`src/hw/rtl/sbeq_pkg.sv`:
```
`timescale 1ns / 1ps
// ----------------------------------------------------------------------------
// Stereo biquad EQ package
// Shared widths, codes, arithmetic types and controller/datapath bundles.
// ----------------------------------------------------------------------------
package sbeq_pkg;

   // Arithmetic widths
   localparam int DATA_BITS      = 32;   // between-band sample and coefficient
   localparam int PROD_BITS      = 64;   // one coefficient product
   localparam int ACC_BITS       = 67;   // sum of five products, exact
   localparam int FRAC_BITS      = 28;   // Q4.28 coefficients

   // Field widths
   localparam int ACTION_BITS    = 2;
   localparam int BAND_BITS      = 3;
   localparam int BAND_CNT_BITS  = 4;    // band counter, holds the band count too
   localparam int SEL_BITS       = 3;
   localparam int STEP_BITS      = 3;
   localparam int SLOT_BITS      = 2;
   localparam int MASK_BITS      = 8;
   localparam int INDEX_BITS     = 6;    // full store index before trimming

   localparam int COEFS_PER_BAND = 5;
   localparam int HIST_PER_BAND  = 8;

   typedef logic signed [DATA_BITS-1:0] data_type;
   typedef logic signed [PROD_BITS-1:0] prod_type;
   typedef logic signed [ACC_BITS-1:0]  acc_type;

   // Transaction actions
   localparam logic [ACTION_BITS-1:0] ACT_SAMPLE = 2'd0;
   localparam logic [ACTION_BITS-1:0] ACT_LOAD   = 2'd1;
   localparam logic [ACTION_BITS-1:0] ACT_CLEAR  = 2'd2;

   // MAC steps, same order as the coefficient select codes
   localparam logic [STEP_BITS-1:0] STEP_B0 = 3'd0;
   localparam logic [STEP_BITS-1:0] STEP_B1 = 3'd1;
   localparam logic [STEP_BITS-1:0] STEP_B2 = 3'd2;
   localparam logic [STEP_BITS-1:0] STEP_A1 = 3'd3;
   localparam logic [STEP_BITS-1:0] STEP_A2 = 3'd4;

   // History slots within one channel of one band
   localparam logic [SLOT_BITS-1:0] SLOT_X1 = 2'd0;
   localparam logic [SLOT_BITS-1:0] SLOT_X2 = 2'd1;
   localparam logic [SLOT_BITS-1:0] SLOT_Y1 = 2'd2;
   localparam logic [SLOT_BITS-1:0] SLOT_Y2 = 2'd3;

   // Controller to datapath commands
   typedef struct packed {
      logic                  start;    // sample accepted: load working values
      logic                  load;     // coefficient load accepted
      logic                  clear;    // history clear accepted
      logic                  issue;    // start one MAC step
      logic [BAND_BITS-1:0]  band;
      logic                  chan;     // 0 left, 1 right
      logic [STEP_BITS-1:0]  step;
      logic                  publish;  // move the finished sample to the output
   } cmd_type;

   // Datapath to controller status
   typedef struct packed {
      logic busy;       // MAC pipeline holds steps
      logic out_free;   // output register can take a result this cycle
   } status_type;

   // Bands that can filter: the mask and the band index cover eight
   function automatic int active_bands(input int bands);
      return (bands < MASK_BITS) ? bands : MASK_BITS;
   endfunction

   function automatic logic [INDEX_BITS-1:0] coef_index(
      input logic [BAND_BITS-1:0] band,
      input logic [SEL_BITS-1:0]  sel
   );
      logic [INDEX_BITS-1:0] b;
      b = INDEX_BITS'(band);
      return (b << 2) + b + INDEX_BITS'(sel);
   endfunction

   function automatic logic [INDEX_BITS-1:0] hist_index(
      input logic [BAND_BITS-1:0] band,
      input logic                 chan,
      input logic [SLOT_BITS-1:0] slot
   );
      return {band, chan, slot};
   endfunction

   // History slot that a MAC step reads
   function automatic logic [SLOT_BITS-1:0] read_slot(input logic [STEP_BITS-1:0] step);
      logic [SLOT_BITS-1:0] s;
      case (step)
         STEP_B1: s = SLOT_X1;
         STEP_B2: s = SLOT_X2;
         STEP_A1: s = SLOT_Y1;
         STEP_A2: s = SLOT_Y2;
         default: s = SLOT_X1;
      endcase
      return s;
   endfunction

endpackage

```
`src/hw/rtl/sbeq_ctrl.sv`:
```
`timescale 1ns / 1ps
// ----------------------------------------------------------------------------
// Stereo biquad EQ controller
// Accepts transactions, holds the band enable mask and steps the MAC datapath
// through every enabled band, left then right, five steps per channel.
// ----------------------------------------------------------------------------
module sbeq_ctrl #(
   parameter int BANDS = 8
) (
   input  logic                              clock,
   input  logic                              reset,
   input  logic                              req_valid,
   output logic                              req_ready,
   input  logic [sbeq_pkg::ACTION_BITS-1:0]  req_action,
   input  logic                              csr_we,
   input  logic [sbeq_pkg::MASK_BITS-1:0]    csr_wdata,
   input  sbeq_pkg::status_type              status,
   output sbeq_pkg::cmd_type                 cmd
);

   localparam int ACT_BANDS = sbeq_pkg::active_bands(BANDS);
   localparam logic [sbeq_pkg::BAND_CNT_BITS-1:0] BAND_END =
      sbeq_pkg::BAND_CNT_BITS'(ACT_BANDS);

   localparam logic [1:0] ST_IDLE  = 2'd0;
   localparam logic [1:0] ST_RUN   = 2'd1;
   localparam logic [1:0] ST_DRAIN = 2'd2;

   logic [1:0]                             state_ff, state_in;
   logic [sbeq_pkg::BAND_CNT_BITS-1:0]     band_ff, band_in;
   logic                                   chan_ff, chan_in;
   logic [sbeq_pkg::STEP_BITS-1:0]         step_ff, step_in;
   logic [sbeq_pkg::MASK_BITS-1:0]         mask_ff, mask_in;
   logic                                   accept;

   assign req_ready = (state_ff == ST_IDLE);
   assign accept    = req_valid && req_ready;
   assign mask_in   = csr_we ? csr_wdata : mask_ff;

   // next state and commands
   always_comb begin
      state_in    = state_ff;
      band_in     = band_ff;
      chan_in     = chan_ff;
      step_in     = step_ff;
      cmd         = '0;
      cmd.band    = band_ff[sbeq_pkg::BAND_BITS-1:0];
      cmd.chan    = chan_ff;
      cmd.step    = step_ff;
      case (state_ff)
         ST_IDLE: begin
            if (accept) begin
               case (req_action)
                  sbeq_pkg::ACT_SAMPLE: begin
                     cmd.start = 1'b1;
                     band_in   = '0;
                     chan_in   = 1'b0;
                     step_in   = sbeq_pkg::STEP_B0;
                     state_in  = ST_RUN;
                  end
                  sbeq_pkg::ACT_LOAD:  cmd.load  = 1'b1;
                  sbeq_pkg::ACT_CLEAR: cmd.clear = 1'b1;
                  default: ;
               endcase
            end
         end
         ST_RUN: begin
            if (band_ff == BAND_END) begin
               state_in = ST_DRAIN;
            end else if (!mask_ff[band_ff[sbeq_pkg::BAND_BITS-1:0]]) begin
               // passthrough band: history untouched
               band_in = band_ff + 1'b1;
            end else begin
               cmd.issue = 1'b1;
               if (step_ff == sbeq_pkg::STEP_A2) begin
                  step_in = sbeq_pkg::STEP_B0;
                  if (chan_ff) begin
                     chan_in = 1'b0;
                     band_in = band_ff + 1'b1;
                  end else begin
                     chan_in = 1'b1;
                  end
               end else begin
                  step_in = step_ff + 1'b1;
               end
            end
         end
         ST_DRAIN: begin
            if (!status.busy && status.out_free) begin
               cmd.publish = 1'b1;
               state_in    = ST_IDLE;
            end
         end
         default: state_in = ST_IDLE;
      endcase
   end

   // control registers
   always_ff @(posedge clock) begin
      if (reset) begin
         state_ff <= ST_IDLE;
         band_ff  <= '0;
         chan_ff  <= 1'b0;
         step_ff  <= sbeq_pkg::STEP_B0;
         mask_ff  <= '0;
      end else begin
         state_ff <= state_in;
         band_ff  <= band_in;
         chan_ff  <= chan_in;
         step_ff  <= step_in;
         mask_ff  <= mask_in;
      end
   end

endmodule

```
`config.mk`:
```
export PLATFORM = sky130hd
export DESIGN_NAME = sbeq_ctrl
export DESIGN_NICKNAME = d
export VERILOG_FILES = /design/src/hw/rtl/sbeq_pkg.sv /design/src/hw/rtl/sbeq_ctrl.sv
export SDC_FILE = /design/constraint.sdc
export NUM_CORES = 1
export LEC_CHECK = 0
export ABC_AREA = 0
export BUFFER_PORTS_ARGS = -buffer_cell sky130_fd_sc_hd__buf_4
export CAP_MARGIN = 20
export CORE_MARGIN = 2
export CORE_UTILIZATION = 46
export DETAILED_ROUTE_END_ITERATION = 8
export PLACE_DENSITY = 0.81
export SYNTH_ARGS = -nofsm -noshare
export SYNTH_HDL_FRONTEND = slang
export SYNTH_SLANG_ARGS = --single-unit
```
`constraint.sdc`:
```
create_clock -name clock -period 1.7 [get_ports clock]
set_input_delay 0.34 -clock clock [delete_from_list [all_inputs] [get_ports clock]]
set_output_delay 0.34 -clock clock [all_outputs]
set_load 0.02 [all_outputs]
```
==> results.py, run 1 <==
metrics = {
    "finish": {
        "seqCellArea_sq_um": 367,
        "fill_cells": 185,
        "finalNonFillerCells": 186,
        "drive_above_1_share_pct": 39.9,
        "antenna_cells": 0,
        "synthToLayoutAreaGrowth_pct": 35.9,
        "layout.nets": 179,
        "fin_area_sq_um": 1420,
        "multi_input_area_sq_um": 633,
    },
    "global_route": {
        "grt_max_degree": 18,
        "antenna_found_initial": 0,
        "grt_pass1_wl_mm": 4.40,
        "grt.total_usage_pct": 22.5,
        "grt_pass1_vias": 1031,
        "grt_overflow": 0,
    },
    "floorplanning": {
        "start_util_pct": 48.2,
        "die_h_microns": 51.7,
        "dieWidth_microns": 51.7,
        "die-area_sq_um": 2670,
        "rows": 17,
        "coreArea_sq_um": 2170,
        "io_pins": 29,
    },
    "setup_path": {
        "cp_max_fo": 4,
        "cpLargestDelayFamily": "simple AND/OR/NAND/NOR gates",
        "cp_cell_sequence": "mux2_4 -> or3_1 -> nand4_2 -> or2_4 -> inv_2 -> buf_6",
        "setup.worst_path.end_class": "output pin",
        "worst-path-buf-inv": 2,
        "slowest_stage": "dfxtp_4",
        "startpoint_type": "flop",
        "cp.arrival_ns": 1.66,
        "max_stage_delay_ns": 0.38,
        "setup.worst_path.class": "flop to output pin",
        "worstPathRequired_ns": 1.36,
    },
    "clock_tree": {
        "cts_root_buf": "clkbuf_4",
        "worst_skew_pair.late_latency_ns": 0.30,
        "clock_sinks": 18,
        "clockBufferDepth": 2,
        "numCtsBuffers": 3,
        "path_clk_slew_ns": 0.11,
        "cts_tree": "done",
        "hold_buffers": 0,
        "htreeDepth": 1,
    },
    "placement": {
        "io_buffers": 28,
        "dp_cells": 179,
        "hpwl_mm": 1.88,
        "gp_congestion": 0.838,
        "place_area_sq_um": 1310,
    },
    "detailed_routing": {
        "antenna_left": 0,
        "drt-total-wl_mm": 2.58,
        "dr.pass1.iters": 4,
        "routedWlPerCell_microns": 13.9,
        "drt_iter0_markers": 16,
        "route.detailed.drc": 0,
        "num_vias": 1014,
        "drt-vias-per-instance": 5.45,
    },
    "synth": {
        "async_reset_ff_share_pct": 0,
        "yosys-top-cells-area": "dfxtp_1, mux2i_1, nor2_1",
        "yosys_warnings": 0,
        "yosysSeqAreaShare_pct": 34.5,
        "syn_nets": 142,
        "synth.most_common_cell": "dfxtp_1",
        "ys_types": 36,
        "synth_seq_cells": 18,
        "synth_edf_count": 0,
        "yosysTopAreaCell": "dfxtp_1",
        "postSynthCellCount": 122,
        "synth_area_sq_um": 1040,
        "synthFlopType": "dfxtp_1",
        "yosys-top-cells-count": "dfxtp_1, nor2_1, mux2i_1",
        "avgSynthCellArea_sq_um": 8.56,
        "synth_top_area_share_pct": 34.5,
    },
    "sta": {
        "rsz0062_at_grt": "true",
        "slew_viol_final": 0,
        "min_period_ns": 2.00,
        "max_slew_margin_pct": 81.0,
        "fin_skew_ns": 0.00472,
        "setup_viol": 3,
        "max_slew.worst_pin.slew_ns": 0.282,
        "setup_ws_ns": -0.301,
        "timing.final.crit_share_pct": 118,
        "finalHoldViolCount": 0,
        "fmax_mhz": 500,
        "fin_setup_tns_ns": -0.350,
    },
    "outcome": {
        "outcome": "finished with violations",
        "violations": "negative setup slack",
    },
    "pwr": {
        "power_mw": 0.887,
        "power.density_nw_per_um2": 624,
        "ir_drop_uv": 636,
        "p_leak_nw": 0.641,
    },
    "flow_run": {
        "maxCapViolCount": 0,
    },
    "hold_path": {
        "hold_path_class": "primary input to flop",
    },
}
-- cells in the final DEF, fill, tap and decap left out, drive strengths merged, types with 2 or more instances in the layout --
cell type	instances
buf	41
dfxtp	18
nor2	16
mux2i	12
nand2	11
inv	8
nand3	7
nand2b	4
ha	4
clkbuf	4
nor4b	3
o21ai	3
and2	2
or3	2
nor4	2
a32o	2
o22ai	2
o211ai	2
a21oi	2
-- timing repair --
action / 4_1_cts / 5_1_grt
pin swaps: 3 / 3
setup endpoints to repair: 5 / 10
resized for setup: 9 / 6
setup buffers: 4 / 1
-- metal layers --
metal	vias to the layer above	wire, microns	track usage [%]
met5	-	0	0
met4	0	88	14.5
li1	499	-	-
met1	476	1080	24.6
met3	9	138	6.03
met2	30	1280	38.2
-- tightest hold or removal path, cell delays in order --
cell and delay [ns]:
buf_4 0.08, mux2i_1 0.05, nor2_1 0.07
-- registers in the layout, summed over array words and instances, names as in the netlist --
name,flops
band_ff,4
step_ff,3
mask_ff,8
chan_ff,1
state_ff,2
-- layout make-up --
| class | instances | share of cell area (%) |
|---|---|---|
| flip-flops and latches | 18 | 25.8 |
| inverters | 8 | 2.11 |
| clock buffers | 4 | 2.56 |
| repair buffers | 41 | 22.5 |
| multi-input cells | 87 | 44.6 |
| well taps | 28 | 2.47 |
-- stage by stage --
stage | hold slack, ns | setup slack, ns | utilization (%)
detailed placement | 0.482 | -0.0255 | 60.5
floorplan | 0.460 | -0.0920 | -
global route | 0.280 | -0.364 | 65.5
CTS | 0.259 | -0.310 | 64.8
global placement | 0.475 | 0.0322 | 60.5
finish | 0.264 | -0.301 | 65.5
-- final timing paths --
path / from / endpoint / slack [ns] / depth (start not counted)
setup / recovery: band_ff[0]$_SDFFE_PP0P_ / cmd[8] / -0.30 / 6
hold / removal: csr_wdata[1] / mask_ff[1]$_SDFFE_PP0P_ / 0.26 / 3
setup reg to reg: band_ff[0]$_SDFFE_PP0P_ / chan_ff$_SDFFE_PP0P_ / -0.04 / 8
hold reg to reg: mask_ff[1]$_SDFFE_PP0P_ / mask_ff[1]$_SDFFE_PP0P_ / 0.51 / 2
-- report_power, final --
part	switching [mW]	leakage (nW)	internal, mW
clock network	0.138	0.0210	0.131
logic	0.0853	0.472	0.0865
registers	0.0101	0.149	0.436
-- cell families (layout without fill, tap and decap cells) --
family | count (synthesis) | after routing | synth area share (%)
adders and majority gates | 4 | 4 | 4.79
AOI/OAI and AO/OA | 15 | 15 | 11.3
muxes | 13 | 13 | 12.9
and+or+nand+nor | 55 | 55 | 27.5
DFF | 18 | 18 | 34.5
buffers and inverters | 17 | 53 | 8.98
No activity file was read; power rests on OpenSTA's default activity.
==> run 2, diff against run 1 <==
--- a/config.mk
+++ b/config.mk
@@ -9,9 +9,10 @@
 export BUFFER_PORTS_ARGS = -buffer_cell sky130_fd_sc_hd__buf_4
 export CAP_MARGIN = 20
 export CORE_MARGIN = 2
-export CORE_UTILIZATION = 46
+export CORE_UTILIZATION = 47
+export CTS_BUF_LIST = sky130_fd_sc_hd__clkbuf_8
 export DETAILED_ROUTE_END_ITERATION = 8
-export PLACE_DENSITY = 0.81
+export PLACE_DENSITY = 0.83
 export SYNTH_ARGS = -nofsm -noshare
 export SYNTH_HDL_FRONTEND = slang
 export SYNTH_SLANG_ARGS = --single-unit
==> results.py, run 2 (same netlist as run 1, synthesis figures left out) <==
metrics = {
    "global_route": {
        "grt_pass1_vias": 1064,
        "grt_pass1_wl_mm": 4.60,
        "grt.total_usage_pct": 24.4,
        "grt_overflow": 0,
        "antenna_found_initial": 0,
        "grt_max_degree": 18,
    },
    "detailed_routing": {
        "routedWlPerCell_microns": 15.3,
        "dr.pass1.iters": 4,
        "drt-vias-per-instance": 5.41,
        "antenna_left": 0,
        "drt-total-wl_mm": 2.89,
        "route.detailed.drc": 0,
        "drt_iter0_markers": 22,
        "num_vias": 1023,
    },
    "clock_tree": {
        "worst_skew_pair.late_latency_ns": 0.26,
        "path_clk_slew_ns": 0.07,
        "htreeDepth": 1,
        "cts_root_buf": "clkbuf_8",
        "clock_sinks": 18,
        "hold_buffers": 0,
        "cts_tree": "done",
        "clockBufferDepth": 2,
        "numCtsBuffers": 3,
    },
    "finish": {
        "fin_area_sq_um": 1450,
        "antenna_cells": 0,
        "synthToLayoutAreaGrowth_pct": 39.0,
        "final_cell_mix": "buf_4, nor2_1, dfxtp_1",
        "layout.nets": 182,
        "top_regs": "mask_ff x8, band_ff x4, step_ff x3",
        "final_common_cell": "buf_4",
        "utilization_pct": 67.6,
        "drive_above_1_share_pct": 39.8,
        "largest-register": "mask_ff",
        "largest_reg_flops": 8,
    },
    "setup_path": {
        "cp.arrival_ns": 1.64,
        "slowest_stage": "dfxtp_4",
        "setup.worst_path.end_class": "output pin",
        "max_stage_delay_ns": 0.37,
        "cpLargestDelayFamily": "simple AND/OR/NAND/NOR gates",
        "setup.worst_path.class": "flop to output pin",
        "cp_cell_sequence": "mux2_4 -> or3_1 -> nand4_2 -> or2_4 -> inv_2 -> buf_6",
        "cp_max_fo": 4,
        "startpoint_type": "flop",
        "worst-path-buf-inv": 2,
        "worstPathRequired_ns": 1.36,
    },
    "pwr": {
        "power.density_nw_per_um2": 685,
        "seqPwrFrac_pct": 44.8,
        "p_switching_mw": 0.259,
        "ir_drop_uv": 481,
        "p_clk_share_pct": 36.7,
        "p_leak_nw": 0.658,
        "p_int_mw": 0.736,
        "power_frac_comb_pct": 18.5,
        "switching_share_pct": 26.0,
    },
    "floorplanning": {
        "coreArea_sq_um": 2150,
        "dieWidth_microns": 51.1,
        "io_pins": 29,
        "die_h_microns": 51.1,
        "die-area_sq_um": 2620,
        "start_util_pct": 48.6,
        "rows": 17,
    },
    "sta": {
        "rsz0062_at_grt": "true",
        "setup_viol": 6,
        "fmax_mhz": 505,
        "max_slew.worst_pin.slew_ns": 0.284,
        "max_slew_margin_pct": 81.1,
        "fin_setup_tns_ns": -0.832,
        "finalHoldViolCount": 0,
        "fin_skew_ns": 0.00210,
        "min_period_ns": 1.98,
        "slew_viol_final": 0,
        "timing.final.crit_share_pct": 116,
        "setup_ws_ns": -0.279,
    },
    "outcome": {
        "outcome": "finished with violations",
        "violations": "negative setup slack",
    },
    "hold_path": {
        "hold_path_class": "primary input to flop",
    },
    "placement": {
        "hpwl_mm": 1.96,
        "preCtsSetupSlack_ns": -0.0195,
        "gp_congestion": 0.833,
        "place_area_sq_um": 1300,
        "io_buffers": 28,
    },
    "flow_run": {
        "maxCapViolCount": 0,
    },
}
[run 2: through the flow]
| stage | power [mW] | std cells | hold WS, ns |
|---|---|---|---|
| detailed placement | 0.612 | 177 | 0.490 |
| CTS | 0.982 | 185 | 0.319 |
| finish | 0.995 | 189 | 0.315 |
| floorplan | 0.550 | 122 | 0.460 |
| global placement | 0.602 | 177 | 0.473 |
| global route | 1.04 | 189 | 0.324 |
[run 2: worst register-to-register path, delay by kind of cell, from the launching register on]
kind | cells | cell delay [ns]
simple gates | 2 | 0.42
flops | 1 | 0.37
buf+inv | 3 | 0.35
compound gates | 2 | 0.32
mux | 1 | 0.30
[run 2: power by group through the flow]
| stage | logic [mW] | clock network, mW | registers (mW) |
|---|---|---|---|
| 2_1_floorplan | 0.0965 | 0 | 0.454 |
| 3_3_place_gp | 0.147 | 0 | 0.455 |
| 3_5_place_dp | 0.155 | 0 | 0.456 |
| 4_1_cts | 0.170 | 0.365 | 0.447 |
| 5_1_grt | 0.198 | 0.392 | 0.448 |
| 6_report | 0.184 | 0.365 | 0.446 |
[run 2: metal layers]
metal	share of wire (%)	track usage, %	wire [microns]	vias up
li1	-	-	-	499
met1	40	25.8	1160	479
met2	53	44.6	1530	36
met3	4.3	4.68	125	9
met4	2.6	14.0	75	0
met5	0	0	0	-
[run 2: area by class of cell]
class / count / area, sq um
Multi-Input combinational cell: 87 / 624
Sequential cell: 18 / 367
Clock buffer: 4 / 55.1
Inverter: 8 / 30.0
Timing Repair Buffer: 44 / 342
Fill cell: 173 / 696
Tap cell: 28 / 35.0
[run 2: worst paths after layout]
kind	start	cells after the start	slack (ns)	end
setup reg to reg	band_ff[0]$_SDFFE_PP0P_	8	-0.16	band_ff[1]$_SDFFE_PP0P_
hold / removal	csr_wdata[6]	3	0.32	mask_ff[6]$_SDFFE_PP0P_
hold reg to reg	mask_ff[2]$_SDFFE_PP0P_	2	0.50	mask_ff[2]$_SDFFE_PP0P_
setup / recovery	band_ff[0]$_SDFFE_PP0P_	6	-0.28	cmd[8]
[run 2: what timing repair did]
action / in CTS / in global routing
endpoints found under the setup margin: 3 / 10
pin swaps: 3 / 3
resized for setup: 6 / 8
buffers inserted: 4 / 4
==> run 3, diff against run 2 <==
--- a/config.mk
+++ b/config.mk
@@ -9,10 +9,10 @@
 export BUFFER_PORTS_ARGS = -buffer_cell sky130_fd_sc_hd__buf_4
 export CAP_MARGIN = 20
 export CORE_MARGIN = 2
-export CORE_UTILIZATION = 47
-export CTS_BUF_LIST = sky130_fd_sc_hd__clkbuf_8
+export CORE_UTILIZATION = 46
+export CTS_BUF_LIST = sky130_fd_sc_hd__clkbuf_16
 export DETAILED_ROUTE_END_ITERATION = 8
-export PLACE_DENSITY = 0.83
+export PLACE_DENSITY = 0.81
 export SYNTH_ARGS = -nofsm -noshare
 export SYNTH_HDL_FRONTEND = slang
 export SYNTH_SLANG_ARGS = --single-unit
==> results.py, run 3 (same netlist as run 1, synthesis figures left out) <==
metrics = {
    "outcome": {
        "outcome": "finished with violations",
        "violations": "negative setup slack",
    },
    "pwr": {
        "p_leak_nw": 0.680,
        "ir_drop_uv": 704,
        "power.density_nw_per_um2": 745,
    },
    "finish": {
        "largest_reg_flops": 8,
        "largest-register": "mask_ff",
        "drive_above_1_share_pct": 37.9,
        "top_regs": "mask_ff x8, band_ff x4, step_ff x3",
        "synthToLayoutAreaGrowth_pct": 42.6,
        "fill_cells": 165,
        "final_common_cell": "buf_4",
        "layout.nets": 182,
        "antenna_cells": 0,
        "final_cell_mix": "buf_4, nor2_1, dfxtp_1",
    },
    "clock_tree": {
        "cts_root_buf": "clkbuf_16",
        "cts_tree": "done",
        "htreeDepth": 1,
        "worst_skew_pair.late_latency_ns": 0.25,
        "path_clk_slew_ns": 0.05,
        "clock_sinks": 18,
        "numCtsBuffers": 3,
        "clockBufferDepth": 2,
    },
    "global_route": {
        "grt_pass1_wl_mm": 4.33,
        "grt.total_usage_pct": 21.6,
        "grt_overflow": 0,
        "grt_pass1_vias": 1031,
        "antenna_found_initial": 0,
        "grt_max_degree": 18,
    },
    "sta": {
        "timing.final.crit_share_pct": 115,
        "whs_ns": 0.322,
        "rsz0062_at_grt": "true",
        "max_slew.worst_pin.slew_ns": 0.286,
        "max_slew_margin_pct": 80.7,
        "setup_ws_ns": -0.250,
        "fin_skew_ns": 0.00227,
        "setup_viol": 8,
        "slew_viol_final": 0,
        "min_period_ns": 1.95,
        "fmax_mhz": 513,
        "finalHoldViolCount": 0,
    },
    "hold_path": {
        "holdCritStartpoint": "csr_wdata[1]",
        "hold_path_class": "primary input to flop",
    },
    "setup_path": {
        "cpLargestDelayFamily": "simple AND/OR/NAND/NOR gates",
        "max_stage_delay_ns": 0.37,
        "setup.worst_path.class": "flop to output pin",
        "startpoint_type": "flop",
        "r2r-start": "band_ff[0]$_SDFFE_PP0P_",
        "worstPathRequired_ns": 1.36,
        "crit_start": "band_ff[0]$_SDFFE_PP0P_",
        "cp.arrival_ns": 1.61,
        "setup.worst_path.end_class": "output pin",
        "cp_max_fo": 4,
        "cp_cell_sequence": "mux2_4 -> or3_1 -> nand4_2 -> or2_4 -> inv_2 -> buf_6",
        "slowest_stage": "dfxtp_4",
        "worst-path-buf-inv": 2,
    },
    "placement": {
        "hpwl_mm": 1.88,
        "gp_congestion": 0.838,
        "io_buffers": 28,
        "preCtsSetupSlack_ns": -0.0255,
    },
    "floorplanning": {
        "rows": 17,
        "io_pins": 29,
        "start_util_pct": 48.2,
        "die_h_microns": 51.7,
        "die-area_sq_um": 2670,
        "coreArea_sq_um": 2170,
        "dieWidth_microns": 51.7,
    },
    "detailed_routing": {
        "route.detailed.drc": 0,
        "num_vias": 1067,
        "drt_iter0_markers": 15,
        "drt-vias-per-instance": 5.65,
        "antenna_left": 0,
        "routedWlPerCell_microns": 14.3,
        "dr.pass1.iters": 4,
        "drt-total-wl_mm": 2.71,
    },
    "flow_run": {
        "maxCapViolCount": 0,
    },
}
-- run 3: area by class of cell --
cell class / count / area [sq um] / area share (%)
Clock buffer: 3 / 75.1 / 5.04
Clock inverter: 1 / 3.75 / 0.252
Inverter: 8 / 30.0 / 2.02
Multi-Input combinational cell: 87 / 618 / 41.5
Sequential cell: 18 / 365 / 24.5
Tap cell: 28 / 35.0 / 2.35
Timing Repair Buffer: 44 / 363 / 24.3
-- run 3: report_power, final --
group | switching (mW) | leakage, nW | internal, mW
Sequential | 0.0106 | 0.148 | 0.437
Combinational | 0.0894 | 0.493 | 0.0990
Clock | 0.162 | 0.0385 | 0.313
Total | 0.262 | 0.680 | 0.848
-- run 3: layer usage --
layer | up-vias | wire length, microns | track usage (%)
met2 | 52 | 1330 | 38.0
met3 | 6 | 224 | 4.60
li1 | 507 | - | -
met1 | 502 | 1100 | 24.8
met4 | 0 | 56 | 10.1
met5 | - | 0 | 0
-- run 3: repair_timing --
| item | CTS | global route |
|---|---|---|
| setup buffers | 3 | 2 |
| pin swaps | 2 | 7 |
| cloned | 0 | 1 |
| endpoints found under the setup margin | 3 | 11 |
| hold buffers | 0 | 0 |
| resized for setup | 4 | 7 |
-- run 3: worst register-to-register path: cells and delay by family, from the launching register on --
family | cells | cell delay, ns
flops | 1 | 0.36
buf+inv | 4 | 0.59
compound gates | 1 | 0.17
mux | 1 | 0.12
simple gates | 3 | 0.55
-- run 3: path summary, 6_finish.rpt --
| kind | end | slack, ns | depth (start not counted) |
|---|---|---|---|
| hold / removal | mask_ff[1]$_SDFFE_PP0P_ | 0.32 | 3 |
| setup reg to reg | band_ff[0]$_SDFFE_PP0P_ | -0.17 | 9 |
| setup / recovery | cmd[8] | -0.25 | 6 |
| hold reg to reg | mask_ff[1]$_SDFFE_PP0P_ | 0.49 | 2 |
-- run 3: metrics by stage --
step	total power [mW]	cells	util [%]	TNS, ns	area (sq um)
final	1.11	189	68.7	-1.01	1490
after global routing	1.15	189	68.7	-1.42	1490
after CTS	1.09	186	65.6	-0.409	1420
after detailed placement	0.612	179	60.5	-0.0484	1310
after global placement	0.605	179	60.5	0	1310
after floorplan	0.550	122	-	-0.0920	1060
